## src/status_led_pattern_controller_defines.svh

```systemverilog
// Assertion helpers shared by the RTL files.
`ifndef STATUS_LED_PATTERN_CONTROLLER_DEFINES_SVH
`define STATUS_LED_PATTERN_CONTROLLER_DEFINES_SVH

// Invariant checked on every clock edge outside reset.
`define SLPC_ASSERT(label, clk, rst_n, prop, msg) \
  label: assert property (@(posedge clk) disable iff (!rst_n) (prop)) else $error(msg);

// Antecedent on this edge, consequent on the next one.
`define SLPC_ASSERT_NEXT(label, clk, rst_n, ante, cons, msg) \
  label: assert property (@(posedge clk) disable iff (!rst_n) (ante) |=> (cons)) else $error(msg);

`endif

```

## src/slpc_pkg.sv

```systemverilog
`default_nettype none

package slpc_pkg;

  localparam int REG_W = 10;
  localparam int LVL_W = 7;

  typedef enum logic [2:0] {
    OP_TICK    = 3'd0,
    OP_PROFILE = 3'd1,
    OP_ACTIVE  = 3'd2,
    OP_USB     = 3'd3,
    OP_BATTERY = 3'd4
  } op_t;

  localparam logic [1:0] ACT_AWAKE = 2'd0;
  localparam logic [1:0] ACT_SLEEP = 2'd2;

  // highest profile number that blinks short
  localparam logic [2:0] SHORT_PROFILE_MAX = 3'd2;

  localparam logic [2:0] REG_SHORT_ON    = 3'd0;
  localparam logic [2:0] REG_SHORT_OFF   = 3'd1;
  localparam logic [2:0] REG_LONG_ON     = 3'd2;
  localparam logic [2:0] REG_LONG_OFF    = 3'd3;
  localparam logic [2:0] REG_PAIR_PERIOD = 3'd4;
  localparam logic [2:0] REG_BATT_PERIOD = 3'd5;
  localparam logic [2:0] REG_LOW_LIMIT   = 3'd6;

  localparam logic [REG_W-1:0] RST_SHORT_ON    = 10'd150;
  localparam logic [REG_W-1:0] RST_SHORT_OFF   = 10'd200;
  localparam logic [REG_W-1:0] RST_LONG_ON     = 10'd500;
  localparam logic [REG_W-1:0] RST_LONG_OFF    = 10'd200;
  localparam logic [REG_W-1:0] RST_PAIR_PERIOD = 10'd250;
  localparam logic [REG_W-1:0] RST_BATT_PERIOD = 10'd500;
  localparam logic [LVL_W-1:0] RST_LOW_LIMIT   = 7'd15;

  localparam int NUM_TMR = 3;

  typedef enum logic [1:0] {
    TMR_PROFILE = 2'd0,
    TMR_PAIRING = 2'd1,
    TMR_BATTERY = 2'd2
  } tmr_t;

  typedef struct packed {
    logic [2:0]       op;
    logic [2:0]       profile_index;
    logic             profile_is_open;
    logic [1:0]       activity_state;
    logic             usb_connected;
    logic [LVL_W-1:0] charge_level;
    logic             charger_active;
  } item_t;

  typedef struct packed {
    logic led_one;
    logic led_two;
  } result_t;

  typedef struct packed {
    logic [REG_W-1:0] short_on_ms;
    logic [REG_W-1:0] short_off_ms;
    logic [REG_W-1:0] long_on_ms;
    logic [REG_W-1:0] long_off_ms;
    logic [REG_W-1:0] pairing_period_ms;
    logic [REG_W-1:0] battery_period_ms;
    logic [LVL_W-1:0] low_level_limit;
  } cfg_regs_t;

endpackage

`default_nettype wire

```

## src/slpc_cfg.sv

```systemverilog
`default_nettype none

module slpc_cfg (
  input  wire logic                     clk,
  input  wire logic                     rst_n,
  input  wire logic                     cfg_we,
  input  wire logic [2:0]               cfg_index,
  input  wire logic [slpc_pkg::REG_W-1:0] cfg_wdata,
  output slpc_pkg::cfg_regs_t           regs
);
  import slpc_pkg::*;

  cfg_regs_t regs_r;

  always_ff @(posedge clk) begin
    if (!rst_n) begin
      regs_r.short_on_ms       <= RST_SHORT_ON;
      regs_r.short_off_ms      <= RST_SHORT_OFF;
      regs_r.long_on_ms        <= RST_LONG_ON;
      regs_r.long_off_ms       <= RST_LONG_OFF;
      regs_r.pairing_period_ms <= RST_PAIR_PERIOD;
      regs_r.battery_period_ms <= RST_BATT_PERIOD;
      regs_r.low_level_limit   <= RST_LOW_LIMIT;
    end else if (cfg_we) begin
      unique case (cfg_index)
        REG_SHORT_ON:    regs_r.short_on_ms       <= cfg_wdata;
        REG_SHORT_OFF:   regs_r.short_off_ms      <= cfg_wdata;
        REG_LONG_ON:     regs_r.long_on_ms        <= cfg_wdata;
        REG_LONG_OFF:    regs_r.long_off_ms       <= cfg_wdata;
        REG_PAIR_PERIOD: regs_r.pairing_period_ms <= cfg_wdata;
        REG_BATT_PERIOD: regs_r.battery_period_ms <= cfg_wdata;
        REG_LOW_LIMIT:   regs_r.low_level_limit   <= cfg_wdata[LVL_W-1:0];
        default: ;
      endcase
    end
  end

  assign regs = regs_r;

endmodule

`default_nettype wire

```

## src/slpc_core.sv

```systemverilog
`default_nettype none

`include "status_led_pattern_controller_defines.svh"

module slpc_core #(
  parameter int TIMER_BITS = 10
) (
  input  wire logic                clk,
  input  wire logic                rst_n,
  input  wire slpc_pkg::cfg_regs_t cfg,
  input  wire logic                item_en,
  input  wire slpc_pkg::item_t     item,
  output slpc_pkg::result_t        leds
);
  import slpc_pkg::*;

  typedef logic [TIMER_BITS-1:0] tcnt_t;
  localparam tcnt_t TMAX = '1;

  function automatic tcnt_t sat_delay(input logic [REG_W-1:0] d);
    logic [31:0] d32;
    d32 = 32'(d);
    if (d32 > 32'(TMAX)) return TMAX;
    return d32[TIMER_BITS-1:0];
  endfunction

  // arming an armed timer keeps its count
  function automatic tcnt_t arm_cnt(input logic armed, input tcnt_t cnt,
                                    input logic [REG_W-1:0] d);
    return armed ? cnt : sat_delay(d);
  endfunction

  logic       led_one_r, led_one_nxt;
  logic       led_two_r, led_two_nxt;
  logic [2:0] profile_r, profile_nxt;
  logic       open_r, open_nxt;
  logic       usb_r, usb_nxt;
  logic       asleep_r, asleep_nxt;
  logic       low_r, low_nxt;
  logic [2:0] blinks_r, blinks_nxt;
  logic       long_r, long_nxt;
  logic       blink_lit_r, blink_lit_nxt;
  logic       sequence_running_r, sequence_running_nxt;
  logic       pair_first_r, pair_first_nxt;
  logic       pairing_running_r, pairing_running_nxt;
  logic       batt_lit_r, batt_lit_nxt;
  logic [NUM_TMR-1:0] armed_r, armed_nxt;
  tcnt_t      cnt_r [NUM_TMR];
  tcnt_t      cnt_nxt [NUM_TMR];
  logic [NUM_TMR-1:0] due;
  logic       batt_update;
  logic       pair_start;

  always_comb begin
    led_one_nxt          = led_one_r;
    led_two_nxt          = led_two_r;
    profile_nxt          = profile_r;
    open_nxt             = open_r;
    usb_nxt              = usb_r;
    asleep_nxt           = asleep_r;
    low_nxt              = low_r;
    blinks_nxt           = blinks_r;
    long_nxt             = long_r;
    blink_lit_nxt        = blink_lit_r;
    sequence_running_nxt = sequence_running_r;
    pair_first_nxt       = pair_first_r;
    pairing_running_nxt  = pairing_running_r;
    batt_lit_nxt         = batt_lit_r;
    armed_nxt            = armed_r;
    cnt_nxt              = cnt_r;
    due                  = '0;
    batt_update          = 1'b0;
    pair_start           = 1'b0;

    if (item_en) begin
      case (item.op)
        OP_TICK: begin
          for (int t = 0; t < NUM_TMR; t++) begin
            due[2'(t)] = armed_r[2'(t)] && (cnt_r[2'(t)] <= tcnt_t'(1));
            if (armed_r[2'(t)] && !due[2'(t)]) cnt_nxt[2'(t)] = cnt_r[2'(t)] - tcnt_t'(1);
          end

          if (due[TMR_PROFILE] && armed_nxt[TMR_PROFILE]) begin
            armed_nxt[TMR_PROFILE] = 1'b0;
            cnt_nxt[TMR_PROFILE]   = '0;
            if (asleep_nxt || !sequence_running_nxt || blink_lit_nxt) begin
              led_one_nxt = 1'b0;
              if (!asleep_nxt && sequence_running_nxt) begin
                blink_lit_nxt = 1'b0;
                blinks_nxt    = blinks_nxt - 3'd1;
              end
              if (asleep_nxt || !sequence_running_nxt || blinks_nxt == 3'd0) begin
                // sequence over: pick pairing back up if still wanted
                sequence_running_nxt = 1'b0;
                if (open_nxt && !asleep_nxt && !usb_nxt) begin
                  cnt_nxt[TMR_PAIRING] = arm_cnt(armed_nxt[TMR_PAIRING],
                      cnt_nxt[TMR_PAIRING], cfg.pairing_period_ms);
                  armed_nxt[TMR_PAIRING] = 1'b1;
                end
              end else begin
                cnt_nxt[TMR_PROFILE] = arm_cnt(armed_nxt[TMR_PROFILE], cnt_nxt[TMR_PROFILE],
                    long_nxt ? cfg.long_off_ms : cfg.short_off_ms);
                armed_nxt[TMR_PROFILE] = 1'b1;
              end
            end else begin
              blink_lit_nxt = 1'b1;
              led_one_nxt   = 1'b1;
              cnt_nxt[TMR_PROFILE] = arm_cnt(armed_nxt[TMR_PROFILE], cnt_nxt[TMR_PROFILE],
                  long_nxt ? cfg.long_on_ms : cfg.short_on_ms);
              armed_nxt[TMR_PROFILE] = 1'b1;
            end
          end

          if (due[TMR_PAIRING] && armed_nxt[TMR_PAIRING]) begin
            armed_nxt[TMR_PAIRING] = 1'b0;
            cnt_nxt[TMR_PAIRING]   = '0;
            if (asleep_nxt || !open_nxt || sequence_running_nxt || usb_nxt) begin
              led_one_nxt         = 1'b0;
              led_two_nxt         = 1'b0;
              pairing_running_nxt = 1'b0;
            end else begin
              pair_first_nxt = !pair_first_nxt;
              led_one_nxt    = pair_first_nxt;
              led_two_nxt    = !pair_first_nxt;
              cnt_nxt[TMR_PAIRING] = arm_cnt(armed_nxt[TMR_PAIRING], cnt_nxt[TMR_PAIRING],
                  cfg.pairing_period_ms);
              armed_nxt[TMR_PAIRING] = 1'b1;
            end
          end

          if (due[TMR_BATTERY] && armed_nxt[TMR_BATTERY]) begin
            armed_nxt[TMR_BATTERY] = 1'b0;
            cnt_nxt[TMR_BATTERY]   = '0;
            if (asleep_nxt || pairing_running_nxt) begin
              batt_lit_nxt = 1'b0;
            end else if (usb_nxt || low_nxt) begin
              if (usb_nxt) begin
                batt_lit_nxt = item.charger_active;
              end else begin
                batt_lit_nxt = !batt_lit_nxt;
              end
              led_two_nxt = batt_lit_nxt;
              cnt_nxt[TMR_BATTERY] = arm_cnt(armed_nxt[TMR_BATTERY], cnt_nxt[TMR_BATTERY],
                  cfg.battery_period_ms);
              armed_nxt[TMR_BATTERY] = 1'b1;
            end else begin
              led_two_nxt  = 1'b0;
              batt_lit_nxt = 1'b0;
            end
          end
        end

        OP_PROFILE: begin
          profile_nxt = item.profile_index;
          open_nxt    = item.profile_is_open;
          if (!asleep_r) begin
            armed_nxt[TMR_PAIRING] = 1'b0;
            cnt_nxt[TMR_PAIRING]   = '0;
            pairing_running_nxt    = 1'b0;
            led_two_nxt            = 1'b0;
            if (item.profile_index <= SHORT_PROFILE_MAX) begin
              blinks_nxt = item.profile_index + 3'd1;
              long_nxt   = 1'b0;
            end else begin
              blinks_nxt = item.profile_index - SHORT_PROFILE_MAX;
              long_nxt   = 1'b1;
            end
            blink_lit_nxt        = 1'b1;
            sequence_running_nxt = 1'b1;
            led_one_nxt          = 1'b1;
            // loaded without arm_cnt, so this always loads, even over an armed count
            cnt_nxt[TMR_PROFILE]   = sat_delay(long_nxt ? cfg.long_on_ms : cfg.short_on_ms);
            armed_nxt[TMR_PROFILE] = 1'b1;
          end
          if (!item.profile_is_open) begin
            armed_nxt[TMR_PAIRING] = 1'b0;
            cnt_nxt[TMR_PAIRING]   = '0;
            pairing_running_nxt    = 1'b0;
            led_one_nxt            = 1'b0;
            led_two_nxt            = 1'b0;
            batt_update            = 1'b1;
          end
        end

        OP_ACTIVE: begin
          if (item.activity_state == ACT_SLEEP) begin
            asleep_nxt           = 1'b1;
            armed_nxt            = '0;
            for (int t = 0; t < NUM_TMR; t++) cnt_nxt[2'(t)] = '0;
            led_one_nxt          = 1'b0;
            led_two_nxt          = 1'b0;
            sequence_running_nxt = 1'b0;
            pairing_running_nxt  = 1'b0;
          end else if (item.activity_state == ACT_AWAKE) begin
            asleep_nxt = 1'b0;
            if (open_r && !usb_r) pair_start = 1'b1;
            else batt_update = 1'b1;
          end
        end

        OP_USB: begin
          usb_nxt = item.usb_connected;
          if (!asleep_r) begin
            if (item.usb_connected && !usb_r) begin
              armed_nxt[TMR_PAIRING] = 1'b0;
              cnt_nxt[TMR_PAIRING]   = '0;
              pairing_running_nxt    = 1'b0;
              led_one_nxt            = 1'b0;
              led_two_nxt            = 1'b0;
              batt_update            = 1'b1;
            end else if (!item.usb_connected && usb_r) begin
              if (open_r) pair_start = 1'b1;
              else batt_update = 1'b1;
            end
          end
        end

        OP_BATTERY: begin
          low_nxt = item.charge_level <= cfg.low_level_limit;
          if (low_nxt != low_r) batt_update = 1'b1;
        end

        default: ;
      endcase
    end

    // both of these are always the last action of the request
    if (pair_start && !asleep_nxt && open_nxt && !sequence_running_nxt && !usb_nxt) begin
      pairing_running_nxt = 1'b1;
      pair_first_nxt      = 1'b1;
      led_one_nxt         = 1'b1;
      led_two_nxt         = 1'b0;
      cnt_nxt[TMR_PAIRING] = arm_cnt(armed_nxt[TMR_PAIRING], cnt_nxt[TMR_PAIRING],
          cfg.pairing_period_ms);
      armed_nxt[TMR_PAIRING] = 1'b1;
    end

    if (batt_update && !asleep_nxt && !pairing_running_nxt) begin
      if (usb_nxt || low_nxt) begin
        // refresh on the next tick, unless the battery timer is already armed
        cnt_nxt[TMR_BATTERY] = arm_cnt(armed_nxt[TMR_BATTERY], cnt_nxt[TMR_BATTERY], '0);
        armed_nxt[TMR_BATTERY] = 1'b1;
      end else begin
        armed_nxt[TMR_BATTERY] = 1'b0;
        cnt_nxt[TMR_BATTERY]   = '0;
        led_two_nxt            = 1'b0;
        batt_lit_nxt           = 1'b0;
      end
    end
  end

  always_ff @(posedge clk) begin
    if (!rst_n) begin
      led_one_r          <= 1'b0;
      led_two_r          <= 1'b0;
      profile_r          <= '0;
      open_r             <= 1'b0;
      usb_r              <= 1'b0;
      asleep_r           <= 1'b0;
      low_r              <= 1'b0;
      blinks_r           <= '0;
      long_r             <= 1'b0;
      blink_lit_r        <= 1'b0;
      sequence_running_r <= 1'b0;
      pair_first_r       <= 1'b0;
      pairing_running_r  <= 1'b0;
      batt_lit_r         <= 1'b0;
      armed_r            <= '0;
      for (int t = 0; t < NUM_TMR; t++) cnt_r[2'(t)] <= '0;
    end else begin
      led_one_r          <= led_one_nxt;
      led_two_r          <= led_two_nxt;
      profile_r          <= profile_nxt;
      open_r             <= open_nxt;
      usb_r              <= usb_nxt;
      asleep_r           <= asleep_nxt;
      low_r              <= low_nxt;
      blinks_r           <= blinks_nxt;
      long_r             <= long_nxt;
      blink_lit_r        <= blink_lit_nxt;
      sequence_running_r <= sequence_running_nxt;
      pair_first_r       <= pair_first_nxt;
      pairing_running_r  <= pairing_running_nxt;
      batt_lit_r         <= batt_lit_nxt;
      armed_r            <= armed_nxt;
      cnt_r              <= cnt_nxt;
    end
  end

  assign leds.led_one = led_one_r;
  assign leds.led_two = led_two_r;

  // nothing can arm a timer or light an LED while asleep
  `SLPC_ASSERT(a_sleep_dark, clk, rst_n, !asleep_r || (!led_one_r && !led_two_r && armed_r == '0), "LED or timer active while asleep")
  `SLPC_ASSERT(a_pair_seq_excl, clk, rst_n, !(pairing_running_r && sequence_running_r), "pairing and profile blink both running")
  `SLPC_ASSERT(a_disarmed_zero, clk, rst_n, (armed_r[TMR_PROFILE] || cnt_r[TMR_PROFILE] == '0) && (armed_r[TMR_PAIRING] || cnt_r[TMR_PAIRING] == '0) && (armed_r[TMR_BATTERY] || cnt_r[TMR_BATTERY] == '0), "disarmed timer holds a count")

endmodule

`default_nettype wire

```

## src/status_led_pattern_controller.sv

```systemverilog
// Two-LED status indicator. Every request on in_ (a 1 ms tick or an event:
// profile change, activity change, USB change, battery level) yields exactly
// one result on out_ carrying both LED levels after that request. A request
// is registered on acceptance and applied to the state from that register,
// where the result register loads; out_stall on a held result delays this.
// One request per cycle is sustained while out_ is not stalled; the state update
// loop sets that rate. Registers on cfg_ may be written only while no request is
// in flight. After reset both LEDs are off, all timers disarmed, block awake.
`default_nettype none

`include "status_led_pattern_controller_defines.svh"

module status_led_pattern_controller #(
  parameter int TIMER_BITS = 10
) (
  input  wire logic                       clk,
  input  wire logic                       rst_n,
  input  wire logic                       cfg_we,
  input  wire logic [2:0]                 cfg_index,
  input  wire logic [slpc_pkg::REG_W-1:0] cfg_wdata,
  input  wire logic                       in_valid,
  output logic                            in_stall,
  input  wire slpc_pkg::item_t            in_data,
  output logic                            out_valid,
  input  wire logic                       out_stall,
  output slpc_pkg::result_t               out_data
);
  import slpc_pkg::*;

  cfg_regs_t regs;
  logic      in_valid_r, in_valid_nxt;
  item_t     in_data_r;
  logic      out_valid_r, out_valid_nxt;
  logic      advance;
  logic      in_take;

  slpc_cfg u_cfg (
    .clk       (clk),
    .rst_n     (rst_n),
    .cfg_we    (cfg_we),
    .cfg_index (cfg_index),
    .cfg_wdata (cfg_wdata),
    .regs      (regs)
  );

  // LED state registers double as the result register
  slpc_core #(
    .TIMER_BITS (TIMER_BITS)
  ) u_core (
    .clk     (clk),
    .rst_n   (rst_n),
    .cfg     (regs),
    .item_en (advance),
    .item    (in_data_r),
    .leds    (out_data)
  );

  assign advance  = in_valid_r && (!out_valid_r || !out_stall);
  assign in_stall = in_valid_r && !advance;
  assign in_take  = in_valid && !in_stall;

  always_comb begin
    in_valid_nxt  = in_take || (in_valid_r && !advance);
    out_valid_nxt = advance || (out_valid_r && out_stall);
  end

  always_ff @(posedge clk) begin
    if (!rst_n) begin
      in_valid_r  <= 1'b0;
      out_valid_r <= 1'b0;
    end else begin
      in_valid_r  <= in_valid_nxt;
      out_valid_r <= out_valid_nxt;
    end
  end

  always_ff @(posedge clk) begin
    if (in_take) in_data_r <= in_data;
  end

  assign out_valid = out_valid_r;

  `SLPC_ASSERT_NEXT(a_adv_out, clk, rst_n, advance, out_valid_r, "applied request produced no result")
  `SLPC_ASSERT_NEXT(a_hold_in, clk, rst_n, in_valid_r && !advance, in_valid_r && $stable(in_data_r), "pending request lost")

endmodule

`default_nettype wire
```

## config.mk

```make
export PLATFORM = sky130hd
export DESIGN_NAME = status_led_pattern_controller
export DESIGN_NICKNAME = d
export VERILOG_FILES = /design/src/slpc_pkg.sv /design/src/slpc_cfg.sv /design/src/slpc_core.sv /design/src/status_led_pattern_controller.sv
export VERILOG_INCLUDE_DIRS = /design/src /design/src/src
export SDC_FILE = /design/constraint.sdc
export NUM_CORES = 1
export LEC_CHECK = 0
export BUFFER_PORTS_ARGS = -buffer_cell sky130_fd_sc_hd__clkbuf_2
export CAP_MARGIN = 20
export CORE_MARGIN = 2
export CORE_UTILIZATION = 38
export DETAILED_ROUTE_END_ITERATION = 10
export PLACE_DENSITY = 0.54
export SKIP_CTS_REPAIR_TIMING = 1
export SLEW_MARGIN = 40
export SYNTH_ARGS = -nofsm -noshare
export SYNTH_HDL_FRONTEND = slang
export SYNTH_SLANG_ARGS = --single-unit
```

## constraint.sdc

```tcl
create_clock -name clk -period 3.4 [get_ports clk]
set_clock_uncertainty 0.1 [all_clocks]
set_input_delay 0.34 -clock clk [delete_from_list [all_inputs] [get_ports clk]]
set_output_delay 0.34 -clock clk [all_outputs]
set_load 0.005 [all_outputs]
```

==> run_results.csv <==
group,metric,value,unit
global_route,overflow,0,
synth,synth-edff-count,17,
route,wl_per_cell,17.6,microns
timing,holdWs,0.0479,ns
global_route,grt_pass1_wl,26800,microns
die,die_w,129,microns
clock_network,cts_tree,"done",
die,die_height,129,microns
timing,worstMarginPinSlew,0.824,ns
route,via_count,5396,
power,power_density,422,mW/mm^2
synth,synth_cell_types,71,
synth,synth_area,0.00596,sq mm
synth,synthArstFlopShare,0,%
power,p_leak,2.53,nW
route,post-route-drc-count,0,
synth,syn-num-nets,769,
critical_path,crit_fanout,15,
finish,multi_input_area,0.00330,sq mm
critical_path,cp_slowest_cell,"or4_1",
critical_path,start_kind,"flop",
flow_run,cap_violations,0,
finish,syn2layout_area_growth,12.2,%
power,vdd_ir_drop_max,0.000250,V
route,drt_iter0_markers,348,
global_route,grt_max_degree,51,
placed_design,gp_congestion,0.795,
synth,synth_area_per_cell,8.30,sq um
die,core,0.0153,sq mm
finish,nets,796,
critical_path,crit_required,3.53,ns
synth,ys_warn_count,0,
placed_design,port_buffers,38,
outcome,status,"completed",
finish,nFillCells,1518,
timing,maxSlewViolCount,0,
route,drtPass1Iterations,5,
critical_path,critPathMaxStageDelay,0.62,ns
global_route,grt_pass1_vias,5125,
synth,syn_inst,718,
timing,finalHoldViolCount,0,
route,drt_wl_total,16900,microns
finish,drive_gt1_share,13.6,%
critical_path,worstSetupEndpointType,"flop",
clock_network,clk_pin_slew,0.08,ns
timing,setup_viol_count_final,0,
hold_path,hold_class,"input pin to flop",
clock_network,htreeDepth,3,
placed_design,post-place-ws,0.501,ns
synth,ys_ff_latch,112,
finish,regArea,0.00241,sq mm
timing,max-slew-margin-rel,44.9,%
finish,final_area,0.00669,sq mm
power,finalPower,2.82,mW
critical_path,critPathArrivalTime,3.05,ns
timing,layout_setup_ws,0.488,ns
timing,fmax,343,MHz
timing,grt_setup_unrepaired,"false",
finish,n_antenna_cell,0,
die,start_util,39.1,%
placed_design,dpl_cell_area,0.00638,sq mm
die,num_io_pins,40,
timing,post-route-period-util,85.7,%
die,rows,45,
clock_network,clock_sinks,112,
route,drt-vias-per-instance,5.61,
global_route,track_usage,20.6,%
clock_network,cts_buffers,9,
timing,tns,0,ns
placed_design,dpl.hpwl,11800,microns
critical_path,crit_path_cell_trace,"or4_1 -> or4_4 -> o21ai_1 -> nand3_1 -> o21ai_0 -> a21oi_1",
synth,synth_flop_cell,"dfxtp_1",
die,dieArea,0.0167,sq mm
clock_network,insertion_delay,0.37,ns
clock_network,cts_buffer_depth,2,
global_route,antenna_found_initial,0,
clock_network,cts_root_buffer,"clkbuf_16",
critical_path,critPathKind,"flop to flop",
route,ant_nets,0,
timing,fin_crit,2.91,ns
synth,synth_seq_area_share,40.5,%
[cell usage after synthesis (4+ instances only)]
cell         n  area (sq um)
a22o_1       4          35.0
edfxtp_1    17           510
or3b_2       4          35.0
nand2_1    136           510
o22a_1       5          43.8
o21ai_0     38           190
a31oi_1     13          81.3
nor2b_1      8          50.1
a21oi_1     73           365
a21o_1       4          30.0
nor4_1       8          50.1
mux4_2       7           158
o221a_2      4          45.0
nand4_1      4          25.0
a211oi_1     6          45.0
nor3b_1      4          30.0
nor3_1      17          85.1
o2111ai_1    5          43.8
o211ai_1    10          75.1
mux2i_1     12           120
dfxtp_1     95          1900
xor2_1      10          87.6
a22oi_1      5          37.5
nand2b_1    10          62.6
and2_1       6          37.5
inv_1       25          93.8
clkbuf_1    28           105
nor2_1      40           150
o31ai_1      4          30.0
nand3_1     34           170
ha_1        15           188
[placed cells by master (no fill, tap or decap), drive strengths merged, types with 4 or more instances in the layout]
master	instances
mux4	7
inv	30
nand4	4
a31oi	13
a21oi	73
a22o	4
o211ai	10
nor3	17
or3b	4
a21o	4
buf	15
nor2	41
nor4	9
mux2i	12
xor2	10
dfxtp	95
ha	15
o22a	5
a211oi	6
nor2b	8
clkbuf	49
o221a	4
nor3b	4
nand3	34
o2111ai	5
nand2b	10
nand2	136
o21ai	39
or4	4
a22oi	5
and2	7
edfxtp	17
o31ai	4
[metrics by stage]
stage	std cells	utilization [%]
floorplan	718	-
global placement	945	41.7
detailed placement	945	41.8
CTS	961	43.8
global route	961	43.8
finish	961	43.8
[metal layers]
layer  wire length, microns  GRT usage, %
met1                   7790          27.9
met2                   7990          33.6
met3                    888          4.21
met4                    207          5.88
met5                      0             0
[final cells by class]
class,count,area share [%]
Multi-Input combinational cell,543,49.4
Sequential cell,112,36.1
Clock buffer,11,3.95
Inverter,26,1.50
Timing Repair Buffer,53,4.53
Clock inverter,5,0.636
Tap cell,211,3.95
[worst paths after layout]
check	startpoint	endpoint	slack (ns)	cells past startpoint
min	in_data[2]	in_data_r[2]	0.05	1
min reg2reg	u_cfg.regs[4]	u_cfg.regs[4]	0.36	2
max reg2reg	u_core.cnt_r[22]	u_core.cnt_r[13]	0.49	6
max	u_core.cnt_r[22]	u_core.cnt_r[13]	0.49	6
[where the power goes]
group | switching, mW | leakage, nW | internal [mW]
Combinational | 0.181 | 1.44 | 0.118
Clock | 0.531 | 0.154 | 0.575
Sequential | 0.0320 | 0.937 | 1.38
Total | 0.744 | 2.53 | 2.08
[state kept, by name, indices dropped and copies added, names as in the netlist, 2 cells and up]
signal           cells
u_core.blinks_r      3
in_data_r           17
u_core.armed_r       2
u_core.cnt_r        20
u_cfg.regs          57
[critical path, delay by kind of cell, from the launching register on]
kind / cells / cell delay, ns
DFF: 1 / 0.37
AOI/OAI and AO/OA: 3 / 0.67
and+or+nand+nor: 3 / 1.63
[cell families after synthesis]
family | Yosys count | share of synthesized area (%)
xor gates and xnor gates | 13 | 1.91
buffers and inverters | 63 | 4.39
muxes | 21 | 5.04
DFF | 112 | 40.5
AOI/OAI and AO/OA | 198 | 21.4
adders and majority gates | 15 | 3.15
and+or+nand+nor | 296 | 23.7
Note: power is estimated with default switching activity, not from simulation.
